==> config.mk <==
export PLATFORM = sky130hd
export DESIGN_NAME = digit_scroll_fade_sequencer_unit
export DESIGN_NICKNAME = d
export VERILOG_FILES = /design/src/hw/rtl/dsfs_pkg.sv /design/src/hw/rtl/dsfs_divider.sv /design/src/hw/rtl/digit_scroll_fade_sequencer_unit.sv
export SDC_FILE = /design/constraint.sdc
export NUM_CORES = 1
export LEC_CHECK = 0
export BUFFER_PORTS_ARGS = -buffer_cell sky130_fd_sc_hd__buf_2
export CAP_MARGIN = 40
export CORE_ASPECT_RATIO = 1.4
export CORE_MARGIN = 8
export CORE_UTILIZATION = 25
export CTS_BUF_LIST = sky130_fd_sc_hd__clkbuf_4 sky130_fd_sc_hd__clkbuf_8
export CTS_CLUSTER_DIAMETER = 60
export DETAILED_ROUTE_END_ITERATION = 10
export PLACE_DENSITY_LB_ADDON = 0.12
export SLEW_MARGIN = 10
export SYNTH_ARGS = -nofsm -noshare
export SYNTH_HDL_FRONTEND = slang
export SYNTH_HIERARCHICAL = 1
export SYNTH_SLANG_ARGS = --single-unit
==> constraint.sdc <==
create_clock -name clk_i -period 11.4 [get_ports clk_i]
set_input_delay 1.71 -clock clk_i [delete_from_list [all_inputs] [get_ports clk_i]]
set_output_delay 1.71 -clock clk_i [all_outputs]
set_load 0.01 [all_outputs]
==> src/hw/rtl/dsfs_pkg.sv <==
// Package for the digit scroll/fade sequencer.
// Holds constants and shared types; no dependencies.
package dsfs_pkg;
  localparam int unsigned Digits = 6;
  localparam int unsigned PhaseFull = 100;
  localparam int unsigned ProtectTicks = 5;
  localparam int unsigned SweepEnd = 11;
  localparam int unsigned DigitValues = 10;

  typedef enum logic [1:0] {
    CFG_SCROLLBACK = 2'd0,
    CFG_SCROLL_STEPS = 2'd1,
    CFG_FADE_ENABLE = 2'd2,
    CFG_FADE_STEPS = 2'd3
  } cfg_idx_e;

  typedef struct packed {
    logic       start;
    logic [15:0] dividend;
    logic [7:0]  divisor;
  } div_req_t;

  typedef struct packed {
    logic       done;
    logic [15:0] quotient;
  } div_rsp_t;
endpackage

==> src/hw/rtl/dsfs_divider.sv <==
// Shared restoring divider, one quotient bit per cycle.
// Depends on dsfs_pkg.
module dsfs_divider (
  input  logic              clk_i,
  input  logic              rst_ni,
  input  dsfs_pkg::div_req_t req_i,
  output dsfs_pkg::div_rsp_t rsp_o
);
  import dsfs_pkg::*;

  logic [15:0] quo_q, quo_d;
  logic [7:0]  rem_q, rem_d;
  logic [7:0]  den_q, den_d;
  logic [4:0]  cnt_q, cnt_d;
  logic        busy_q, busy_d, done_q, done_d;
  logic [8:0]  trial;

  always_comb begin
    quo_d = quo_q;
    rem_d = rem_q;
    den_d = den_q;
    cnt_d = cnt_q;
    busy_d = busy_q;
    done_d = 1'b0;
    trial = {rem_q, quo_q[15]};
    if (req_i.start) begin
      quo_d = req_i.dividend;
      rem_d = '0;
      den_d = req_i.divisor;
      cnt_d = 5'd16;
      busy_d = 1'b1;
    end else if (busy_q) begin
      if (trial >= {1'b0, den_q}) begin
        rem_d = 8'(trial - {1'b0, den_q});
        quo_d = {quo_q[14:0], 1'b1};
      end else begin
        rem_d = trial[7:0];
        quo_d = {quo_q[14:0], 1'b0};
      end
      cnt_d = cnt_q - 5'd1;
      if (cnt_q == 5'd1) begin
        busy_d = 1'b0;
        done_d = 1'b1;
      end
    end
  end

  always_ff @(posedge clk_i or negedge rst_ni) begin
    if (!rst_ni) begin
      busy_q <= 1'b0;
      done_q <= 1'b0;
      cnt_q <= '0;
    end else begin
      busy_q <= busy_d;
      done_q <= done_d;
      cnt_q <= cnt_d;
    end
  end

  always_ff @(posedge clk_i) begin
    quo_q <= quo_d;
    rem_q <= rem_d;
    den_q <= den_d;
  end

  assign rsp_o.done = done_q;
  assign rsp_o.quotient = quo_q;
endmodule

==> src/hw/rtl/digit_scroll_fade_sequencer_unit.sv <==
// When no digit scrolls and no fade runs, a tick passes PREP, DIGIT per digit, FADE, OUT.
// Each scrolling digit adds one shared divider pass (and a second DIGIT visit when its
// scroll starts in that tick); a running fade adds one more pass, except on its last step.
// Ticks are handled one at a time; the input stalls until the result transfers.
// Reset clears current, held and scroll-count digit state; register defaults 0, 4, 0, 20.
// Depends on dsfs_pkg and dsfs_divider.
module digit_scroll_fade_sequencer_unit (
  input  logic        clk_i,
  input  logic        rst_ni,
  input  logic        in_valid_i,
  output logic        in_stall_o,
  input  logic [23:0] target_digits_i,
  input  logic [11:0] digit_modes_i,
  input  logic        blank_all_i,
  input  logic        blink_on_i,
  input  logic        protect_start_i,
  output logic        out_valid_o,
  input  logic        out_stall_i,
  output logic [23:0] shown_digits_o,
  output logic [23:0] switch_digits_o,
  output logic [5:0]  blank_mask_o,
  output logic [7:0]  switch_time_o,
  output logic        protecting_o,
  input  logic        cfg_valid_i,
  output logic        cfg_ready_o,
  input  logic [1:0]  cfg_index_i,
  input  logic [7:0]  cfg_data_i
);
  import dsfs_pkg::*;

  typedef enum logic [2:0] {
    ST_IDLE, ST_PREP, ST_DIGIT, ST_SDIV, ST_FADE, ST_FDIV, ST_OUT
  } state_e;

  state_e      state_q;
  logic        sb_en_q, fade_en_q;
  logic [4:0]  ss_cfg_q;
  logic [7:0]  fs_cfg_q;
  logic [3:0]  cur_q [Digits];
  logic [3:0]  held_q [Digits];
  logic [3:0]  tmp_q [Digits];
  logic [7:0]  scnt_q [Digits];
  logic [7:0]  fade_q;
  logic        pmode_q;
  logic [3:0]  pstep_q;
  logic [7:0]  ptick_q;
  logic [2:0]  idx_q;
  logic        rev_q;
  logic [11:0] modes_q;
  logic        blank_all_q, blink_q;
  logic [7:0]  st_q;
  logic [5:0]  mask_q;
  logic [7:0]  fprod_q;
  div_req_t    dreq;
  div_rsp_t    drsp;

  logic [7:0]  ss, fs;
  logic [3:0]  hd, cd;
  logic [12:0] sprod;
  logic [7:0]  sdec;
  logic [3:0]  pnext;
  logic [3:0]  pval;
  logic [1:0]  typ;
  logic        scroll_load;

  assign ss = (ss_cfg_q == 5'd0) ? 8'd1 : {3'd0, ss_cfg_q};
  assign fs = (fs_cfg_q == 8'd0) ? 8'd1 : fs_cfg_q;
  assign hd = held_q[idx_q];
  assign cd = cur_q[idx_q];
  assign sprod = ({9'd0, cd} + 13'd1) * {5'd0, ss};
  assign sdec = scnt_q[idx_q] - 8'd1;
  assign pnext = pstep_q + 4'd1;
  assign pval = (pnext < 4'd2) ? 4'd0 :
                (pnext >= 4'd12) ? pnext - 4'd12 : pnext - 4'd2;
  assign typ = blank_all_q ? 2'd1 :
               ((modes_q[2*idx_q +: 2] == 2'd2 && !blink_q) ? 2'd1 : modes_q[2*idx_q +: 2]);
  assign scroll_load = !pmode_q && !rev_q && hd != cd && hd == 4'd0 && sb_en_q
                       && scnt_q[idx_q] == 8'd0;

  always_comb begin
    dreq = '0;
    if (state_q == ST_DIGIT && !pmode_q && scnt_q[idx_q] != 8'd0) begin
      dreq.start = 1'b1;
      dreq.dividend = {8'd0, sdec};
      dreq.divisor = ss;
    end else if (state_q == ST_FADE && fade_q > 8'd1) begin
      dreq.start = 1'b1;
      dreq.dividend = 16'(PhaseFull) * {8'd0, fade_q - 8'd1};
      dreq.divisor = fs;
    end
  end

  dsfs_divider u_div (
    .clk_i  (clk_i),
    .rst_ni (rst_ni),
    .req_i  (dreq),
    .rsp_o  (drsp)
  );

  assign in_stall_o = (state_q != ST_IDLE);
  assign cfg_ready_o = (state_q == ST_IDLE);
  assign out_valid_o = (state_q == ST_OUT);
  assign blank_mask_o = mask_q;
  assign switch_time_o = st_q;
  assign protecting_o = pmode_q;

  always_comb begin
    for (int i = 0; i < Digits; i++) begin
      switch_digits_o[4*i +: 4] = cur_q[i];
      shown_digits_o[4*i +: 4] = (st_q != 8'd0) ? tmp_q[i] : cur_q[i];
    end
  end

  always_ff @(posedge clk_i or negedge rst_ni) begin
    if (!rst_ni) begin
      state_q <= ST_IDLE;
      sb_en_q <= 1'b0;
      fade_en_q <= 1'b0;
      ss_cfg_q <= 5'd4;
      fs_cfg_q <= 8'd20;
      for (int i = 0; i < Digits; i++) begin
        cur_q[i] <= '0;
        held_q[i] <= '0;
        scnt_q[i] <= '0;
      end
      fade_q <= '0;
      pmode_q <= 1'b0;
      pstep_q <= '0;
      ptick_q <= '0;
      idx_q <= '0;
      rev_q <= 1'b0;
      st_q <= '0;
      mask_q <= '0;
    end else begin
      unique case (state_q)
        ST_IDLE: begin
          if (cfg_valid_i) begin
            unique case (cfg_idx_e'(cfg_index_i))
              CFG_SCROLLBACK: sb_en_q <= cfg_data_i[0];
              CFG_SCROLL_STEPS: ss_cfg_q <= cfg_data_i[4:0];
              CFG_FADE_ENABLE: fade_en_q <= cfg_data_i[0];
              CFG_FADE_STEPS: fs_cfg_q <= cfg_data_i;
              default: ;
            endcase
          end
          if (in_valid_i) begin
            modes_q <= digit_modes_i;
            blank_all_q <= blank_all_i;
            blink_q <= blink_on_i;
            if (!pmode_q) begin
              for (int i = 0; i < Digits; i++) held_q[i] <= target_digits_i[4*i +: 4];
            end
            if (protect_start_i && !pmode_q && pstep_q == 4'd0) begin
              pmode_q <= 1'b1;
              pstep_q <= 4'd1;
            end
            state_q <= ST_PREP;
          end
        end
        ST_PREP: begin
          if (pmode_q && pstep_q != 4'd0) begin
            if (ptick_q >= 8'(ProtectTicks)) begin
              ptick_q <= '0;
              for (int i = 0; i < Digits; i++) held_q[i] <= pval;
              if (pnext == 4'(SweepEnd)) begin
                pstep_q <= '0;
                pmode_q <= 1'b0;
              end else begin
                pstep_q <= pnext;
              end
            end else begin
              ptick_q <= ptick_q + 8'd1;
            end
          end
          idx_q <= 3'(Digits - 1);
          mask_q <= '0;
          state_q <= ST_DIGIT;
        end
        ST_DIGIT: begin
          if (typ == 2'd1) mask_q[idx_q] <= 1'b1;
          rev_q <= scroll_load;
          if (pmode_q) begin
            cur_q[idx_q] <= hd;
            tmp_q[idx_q] <= hd;
          end else if (scroll_load) begin
            scnt_q[idx_q] <= (sprod > 13'd255) ? 8'd255 : sprod[7:0];
          end else begin
            if (!rev_q && hd != cd && fade_q == 8'd0 && fade_en_q) fade_q <= fs;
            else if (!rev_q && hd != cd && fade_q == 8'd0 && scnt_q[idx_q] == 8'd0)
              cur_q[idx_q] <= hd;
            if (scnt_q[idx_q] != 8'd0) begin
              scnt_q[idx_q] <= sdec;
            end else begin
              tmp_q[idx_q] <= hd;
            end
          end
          if (!pmode_q && scnt_q[idx_q] != 8'd0) begin
            state_q <= ST_SDIV;
          end else if (scroll_load) begin
            // Scroll count was just loaded; revisit this digit to count it down.
            state_q <= ST_DIGIT;
          end else if (idx_q == 3'd0) begin
            state_q <= ST_FADE;
          end else begin
            idx_q <= idx_q - 3'd1;
          end
        end
        ST_SDIV: begin
          if (drsp.done) begin
            cur_q[idx_q] <= (drsp.quotient > 16'd15) ? 4'd15 : drsp.quotient[3:0];
            tmp_q[idx_q] <= (drsp.quotient > 16'd15) ? 4'd15 : drsp.quotient[3:0];
            if (idx_q == 3'd0) state_q <= ST_FADE;
            else begin
              idx_q <= idx_q - 3'd1;
              state_q <= ST_DIGIT;
            end
          end
        end
        ST_FADE: begin
          st_q <= '0;
          fprod_q <= fade_q - 8'd1;
          if (fade_q == 8'd1) begin
            fade_q <= '0;
            for (int i = 0; i < Digits; i++) begin
              if (scnt_q[i] == 8'd0) cur_q[i] <= held_q[i];
            end
            state_q <= ST_OUT;
          end else if (fade_q != 8'd0) begin
            fade_q <= fade_q - 8'd1;
            state_q <= ST_FDIV;
          end else begin
            state_q <= ST_OUT;
          end
        end
        ST_FDIV: begin
          if (drsp.done) begin
            if (fprod_q <= fs) st_q <= 8'(16'(PhaseFull) - drsp.quotient);
            else st_q <= '0;
            state_q <= ST_OUT;
          end
        end
        ST_OUT: begin
          if (!out_stall_i) state_q <= ST_IDLE;
        end
        default: state_q <= ST_IDLE;
      endcase
    end
  end
endmodule
==> key figures, run 1 <==
Pwr
  • Leak Pwr: 7.47 nW
  • Pwr Density: 230 nW/um^2
  • Peak VDD IR: 0.000118 V
  • Pwr Total: 3.90 mW

Floorplan
  • # rows: approximately 100
  • Die height: 300 um
  • Die X: 219 um
  • Core area: 57,100 sq um
  • # IOs: 120
  • Initial Util: 0.252
  • Die area: 65,500 sq um

Clock network
  • Post-CTS setup buffers: 0
  • Root Buffer: clkbuf_8
  • Cts bufs inserted: 46
  • Clock Path Buffers: 3
  • Post-CTS Hold Fix Bufs: 0
  • TritonCTS clock tree: done
  • Clk pin slew, worst setup/hold paths: around 0.06 ns
  • Clk Latency, worst-skew pair: 0.62 ns
  • Post-CTS sizing: 0
  • H-tree Lvls: 2
  • # clock sinks: 238

Timing
  • Rel. slew slack: 0.387
  • Slew @ Worst Pin: slightly above 0.9 ns
  • Total negative slack: 0 ns
  • Hold Slack: 0.501 ns
  • RSZ-0062 raised after global routing: false
  • Final Slew Violations: 0
  • Fin crit share: 0.576
  • FMAX: 152 MHz
  • Fin. Hold Viols: 0
  • Fin crit period: about 6.6 ns
  • Final setup vio count: 0
  • Setup Skew: 0.0357 ns

Global route
  • Met2 Resource Use GR: 0.305
  • GR Overflow Total: 0
  • Largest net degree at the start of global routing: 72
  • Vias in the first global route: between 10,000 and 15,000
  • First-pass GRT wire length: 79,900 um
  • Antenna violations before repair: 1
  • Gr usage total: 0.163
  • Global routing's busiest layer: met2
  • Grt met3 use: 0.0278
  • Met1 Use GR: 0.171

Layout
  • NumNets Final: 1,689
  • Area grow syn2layout: 17.8%
  • Post-route design area: 16,900 sq um
  • Layout cells sized above 1: 0.251

Synthesis
  • Synth Cell Area: 14,400 sq um
  • Most instantiated cells after synthesis: dfrtp_1 (157), mux2_2 (120), nor2_1 (112)
  • Top post-synthesis cells by area: dfrtp_1 (27%), edfxtp_1 (15%), mux2_2 (9.4%), ha_1 (7.3%), nor2_1 (2.9%)
  • Most frequent cell after synthesis: dfrtp_1
  • YS warnings: 6
  • FF+latch count, synth: 238
  • Share of the synthesized area in the top cell type: 0.273
  • Post-Syn Instances: approximately 1,400
  • Top_reg_cell synth: dfrtp_1
  • Post-Synthesis Net Count: 1,540
  • Register area share after synthesis: 0.436
  • Area leader, netlist: dfrtp_1
  • Avg Cell Area, Syn: 10.3 sq um
  • Post-synth EDFFs: 70
  • Synth unique cells: 84
  • Post-synth ARST share: 0.672

Placed design
  • Dpl cell area: 16,000 sq um
  • GP Congestion: between 0.8 and 0.9
  • PortBufs: 119
  • DPL Wire Length: 41,000 um

Routing
  • Vias/cell: 4.96
  • DRT Pass-1 Iters: 5
  • Residual DRC count: 0
  • Routed wire length: about 54,000 um
  • Antenna Nets Post-Route: 0
  • Vias: 11,500
  • Routed length per instance: 23.1 um
  • 1st-iter DRT viols: 636

Setup path
  • Critical Path RT: around 12 ns
  • WP data arrival: 7.06 ns
  • Crit Path Max Fanout: 43
  • Crit. End Element: register
  • Reg-to-reg slack, setup: 4.83 ns
  • Critical path class: register to register
  • Worst setup SP type: register

Outcome
  • Outcome: finished clean

Job
  • # Max-Cap Violations: 0

Min path
  • HP Class: register to register
[final timing paths]
path                                start  cells past startpoint        endpoint
setup / recovery                 idx_q[0]                     23      scnt_q[23]
hold reg to reg            u_div/rem_q[5]                      2  u_div/rem_q[5]
hold / removal             u_div/rem_q[5]                      2  u_div/rem_q[5]
max in group asynchronous          rst_ni                      3  u_div/cnt_q[2]
min in group asynchronous          rst_ni                      1     fs_cfg_q[7]
setup reg to reg                 idx_q[0]                     23      scnt_q[23]
[layout by cell type (no fill, tap or decap), drive strengths merged, types with 6 or more instances in the layout]
| cell type | count |
|---|---|
| and2 | 21 |
| nor4 | 27 |
| mux2 | 121 |
| a21oi | 83 |
| a22o | 9 |
| o21ai | 55 |
| clkbuf | 70 |
| nor3 | 25 |
| o21a | 7 |
| or2 | 6 |
| o22ai | 11 |
| and3 | 7 |
| dfxtp | 8 |
| nor3b | 10 |
| buf | 157 |
| dfrtp | 157 |
| fa | 13 |
| o2bb2ai | 24 |
| nor2b | 11 |
| ha | 84 |
| nand2 | 112 |
| inv | 82 |
| nor2 | 112 |
| clkinv | 10 |
| a21boi | 6 |
| xnor2 | 32 |
| a221oi | 9 |
| a31oi | 7 |
| a22oi | 32 |
| nand3 | 36 |
| edfxtp | 70 |
| xor2 | 17 |
| mux2i | 36 |
| a211oi | 7 |
| nand4 | 6 |
| nand2b | 13 |
| a21o | 10 |
[layout make-up]
type                            count  area, sq um
Antenna cell                        1         2.50
Clock buffer                       70          895
Clock inverter                     11         62.6
Fill cell                        6017        40200
Inverter                           83          312
Multi-Input combinational cell   1011         7560
Sequential cell                   238         6270
Tap cell                          742          928
Timing Repair Buffer              158          901
[critical path: stages, from the launching register on]
cell,delay (ns)
dfrtp_2,0.34
buf_4,0.47
inv_1,0.41
a21o_1,0.26
a31oi_1,0.35
buf_4,0.23
inv_1,0.05
ha_1,0.21
xnor2_1,0.31
nand2_1,0.11
fa_1,0.47
fa_1,0.52
fa_1,0.54
inv_1,0.04
ha_1,0.33
a21o_1,0.15
a21boi_0,0.10
or2_2,0.32
nor4b_1,0.31
nor3_1,0.10
buf_4,0.18
nor2_1,0.14
mux2i_1,0.17
mux2_2,0.33
[logic make-up after synthesis]
kind of cell,Yosys count,share of synthesized area
adders and majority gates,97,0.0912
and+or+nand+nor,408,0.140
xor gates and xnor gates,49,0.0299
other,1,0.000261
muxes,159,0.123
DFF,238,0.436
AOI/OAI and AO/OA,297,0.140
buffers and inverters,140,0.0394
[stage by stage]
step,worst slack (ns),cells,utilization
after floorplan,5.23,1389,-
after global placement,4.71,2222,0.278
after detailed placement,4.88,2232,0.280
after CTS,4.86,2313,0.296
after global routing,4.29,2314,0.297
final,4.83,2314,0.297
[where the power goes]
group | leakage (nW) | internal [mW] | switching (mW) | total [mW]
sequential | 2.78 | 1.05 | 0.232 | 1.28
clock | 0.505 | 0.500 | 0.399 | 0.898
combinational | 4.18 | 0.644 | 1.08 | 1.72
[registers in the layout, indices dropped and copies added (netlist names), 3 cells and up]
signal and cells:
fade_q 8, u_div/den_q 8, u_div/rem_q 8, fs_cfg_q 8
blank_mask_o 6, scnt_q 48, switch_time_o 8, fprod_q 8
pstep_q 4, ptick_q 8, idx_q 3, state_q 3
switch_digits_o 24, u_div/cnt_q 5, modes_q 12, ss_cfg_q 5
held_q 24, u_div/quo_q 16, tmp_q 24
[metal layers]
layer	up-vias	part of all wire
li1	5350	-
met1	5703	0.37
met2	305	0.53
met3	122	0.039
met4	0	0.055
met5	-	0
Power figures use the tool's default switching activity.
==> inputs of run 2 (changes only) <==
Settings changed: ABC_AREA from default to 1.
Clock period 11.4 ns to 6 ns, I/O delays scaled along.
==> key figures, run 2 <==
Timing
  • Fin crit share: 0.910
  • Hold Slack: 0.227 ns
  • Slew @ Worst Pin: 0.783 ns
  • Final setup vio count: 0
  • Worst setup margin: 0.543 ns
  • Final Slew Violations: 0
  • FMAX: 183 MHz
  • RSZ-0062 raised after global routing: false
  • Fin crit period: approximately 5.5 ns
  • Fin. Hold Viols: 0
  • Setup Skew: 0.0545 ns
  • Total negative slack: 0 ns
  • Rel. slew slack: 0.471

Clock network
  • Clock Path Buffers: 3
  • Clk pin slew, worst setup/hold paths: approximately 0.060 ns
  • Post-CTS setup buffers: 0
  • Root Buffer: clkbuf_8
  • TritonCTS clock tree: done
  • Clk Latency, worst-skew pair: 0.63 ns
  • # clock sinks: 238
  • Post-CTS sizing: 0
  • Cts bufs inserted: 47
  • H-tree Lvls: 2
  • Post-CTS Hold Fix Bufs: 0

Pwr
  • Peak VDD IR: 0.000290 V
  • Leak Pwr: just under 9 nW
  • Pwr Density: 578 nW/um^2

Setup path
  • Worst setup SP type: register
  • Critical Path RT: roughly 6.5 ns
  • Top delay family on crit path: adder cells
  • Worst path bufs/invs: 4
  • Worst path most repeated cell: nand2_1
  • Critical path class: register to register
  • CP cell instances: inv_2 -> nand3_4 -> o21ai_0 -> inv_1 -> nand2_1 -> ha_1 -> nand2_1 -> fa_1 -> fa_1 -> fa_1 -> inv_1 -> ha_1 -> a21oi_1 -> nand2_1 -> nand4_1 -> o211ai_1 -> or2_2 -> a21oi_1 -> buf_4 -> o211ai_1 -> nand3_1 -> nand2_1
  • WP data arrival: 5.96 ns
  • Crit Path Max Fanout: 18
  • Crit. End Element: register
  • Cell type of the slowest stage on the worst timing path: fa_1
  • Delay of the slowest cell on the worst path: between 0.5 and 0.6 ns

Global route
  • Gr usage total: 0.166
  • GR Overflow Total: 0
  • Vias in the first global route: 14,300
  • Largest net degree at the start of global routing: 53
  • Antenna violations before repair: 3
  • First-pass GRT wire length: 87,800 um

Floorplan
  • Die X: ~220 um
  • # IOs: 120
  • Die height: slightly above 300 um
  • Initial Util: 0.253
  • # rows: approximately 110
  • Core area: 59,700 sq um
  • Die area: 68,600 sq um

Routing
  • 1st-iter DRT viols: 885
  • Vias/cell: 4.83
  • Residual DRC count: 0
  • DRT Pass-1 Iters: 5
  • Routed wire length: roughly 58,000 um
  • Routed length per instance: 20.1 um
  • Antenna Nets Post-Route: 0
  • Vias: roughly 14,000

Synthesis
  • Post-synth ARST share: 0.672
  • Most instantiated cells after synthesis: nand2_1 (523), inv_1 (248), dfrtp_1 (157)
  • Synth Cell Area: 15,100 sq um
  • Avg Cell Area, Syn: approximately 7.8 sq um
  • Largest family of logic cells by synthesized area: simple AND/OR/NAND/NOR gates
  • Simple-gate share of the synthesized area: 0.266
  • FF+latch count, synth: 238
  • Post-Synthesis Net Count: roughly 2,100
  • Share of the synthesized area in the top cell type: 0.260
  • Top_reg_cell synth: dfrtp_1
  • Adder-Cell Fraction of Synth Area: 0.0869
  • Most frequent cell after synthesis: nand2_1
  • Area leader, netlist: dfrtp_1
  • Synth unique cells: 58
  • Synth Area in XOR/XNOR: 0.0186
  • Post-Syn Instances: 1,933
  • YS warnings: 6
  • Top post-synthesis cells by area: dfrtp_1 (26%), edfxtp_1 (14%), nand2_1 (13%), ha_1 (7.0%), inv_1 (6.2%)
  • Multiplexer share of the synthesized area: 0
  • Post-synth EDFFs: 70
  • Compound-Gate Fraction of Synth Area: 0.129
  • Register area share after synthesis: 0.415

Outcome
  • Outcome: finished clean

Placed design
  • PortBufs: 119
  • Placement Setup Slack: between 0.5 and 0.6 ns
  • DPL Wire Length: 44,900 um
  • GP Congestion: 0.840
  • Dpl cell area: 16,700 sq um

Layout
  • Commonest cells after routing, fill and taps aside: nand2_1 (523), inv_1 (248), dfrtp_1 (157)
  • Register area: 6270 sq um
  • Multi-input logic area: 7560 sq um
  • Post-route design area: 17,800 sq um
  • Max FFs per register: 48
  • Layout cells sized above 1: 0.142
  • NumNets Final: 2,226
  • Most common cell after layout, fill and taps aside: nand2_1
  • Layout Utilization: 0.298
  • Biggest register: scnt_q
  • Area grow syn2layout: 17.8%
  • Fillcell total: 6,563

Min path
  • HP Class: primary input to asynchronous set/reset pin

Job
  • # Max-Cap Violations: 0
run 2: changes by cell type after synthesis, sizes merged, moves of 24 or more:
cell	before	now
o21ai	55	141
mux2i	36	0
nand2	112	532
nand3	36	134
inv	81	255
nand4	6	41
o2bb2ai	24	0
nor2	112	149
mux2	121	0
run 2: cell type report:
type	count	share of cell area
multi-input cells	1375	0.425
flip-flops and latches	238	0.353
inverters	257	0.0543
repair buffers	156	0.0541
well taps	756	0.0532
clock buffers	73	0.0502
clock inverters	14	0.0101
diodes	1	0.000141
run 2: worst reg2reg max path, cell delays in order (launching register included):
cell	delay, ns
dfrtp_1	0.42
inv_2	0.29
nand3_4	0.22
o21ai_0	0.27
inv_1	0.06
nand2_1	0.13
ha_1	0.31
nand2_1	0.12
fa_1	0.46
fa_1	0.54
fa_1	0.55
inv_1	0.05
ha_1	0.34
a21oi_1	0.16
nand2_1	0.11
nand4_1	0.10
o211ai_1	0.10
or2_2	0.28
a21oi_1	0.14
buf_4	0.20
o211ai_1	0.27
nand3_1	0.16
nand2_1	0.06
run 2: through the flow:
step                      total power [mW]  std cells
after detailed placement              8.47       2782
after CTS                             10.5       2869
after global routing                  11.3       2870
after global placement                8.40       2772
final                                 10.3       2870
after floorplan                       6.50       1933
run 2: cell families (layout without fill, tap and decap cells):
kind of cell | after synthesis | count (layout)
compound gates | 339 | 339
xor+xnor | 32 | 32
fa+ha+maj | 97 | 97
buf+inv | 320 | 500
flops | 238 | 238
other cells | 1 | 2
simple gates | 906 | 906
run 2: final timing paths:
check / start / end / slack (ns) / cells past startpoint
max: idx_q[0] / scnt_q[24] / 0.54 / 22
min: rst_ni / scnt_q[4] / 0.23 / 1
max reg2reg: idx_q[0] / scnt_q[24] / 0.54 / 22
min reg2reg: u_div/rem_q[0] / u_div/rem_q[0] / 0.48 / 2
max in group asynchronous: rst_ni / fs_cfg_q[1] / 4.56 / 2
min in group clk_i: digit_modes_i[2] / modes_q[2] / 0.46 / 1
run 2: power by group:
group | internal, mW | switching (mW)
clock | 1.12 | 0.787
combinational | 1.96 | 3.75
sequential | 2.23 | 0.426
total | 5.31 | 4.97
run 2: layer usage:
| metal | share of wire | vias to the layer above | GRT usage | routed length, um |
|---|---|---|---|---|
| met2 | 0.52 | 359 | 0.307 | 29900 |
| met4 | 0.039 | 0 | 0.0652 | 2260 |
| met3 | 0.040 | 118 | 0.0262 | 2320 |
| li1 | - | 6705 | - | - |
| met5 | 0 | - | 0 | 0 |
| met1 | 0.40 | 6679 | 0.190 | 23300 |
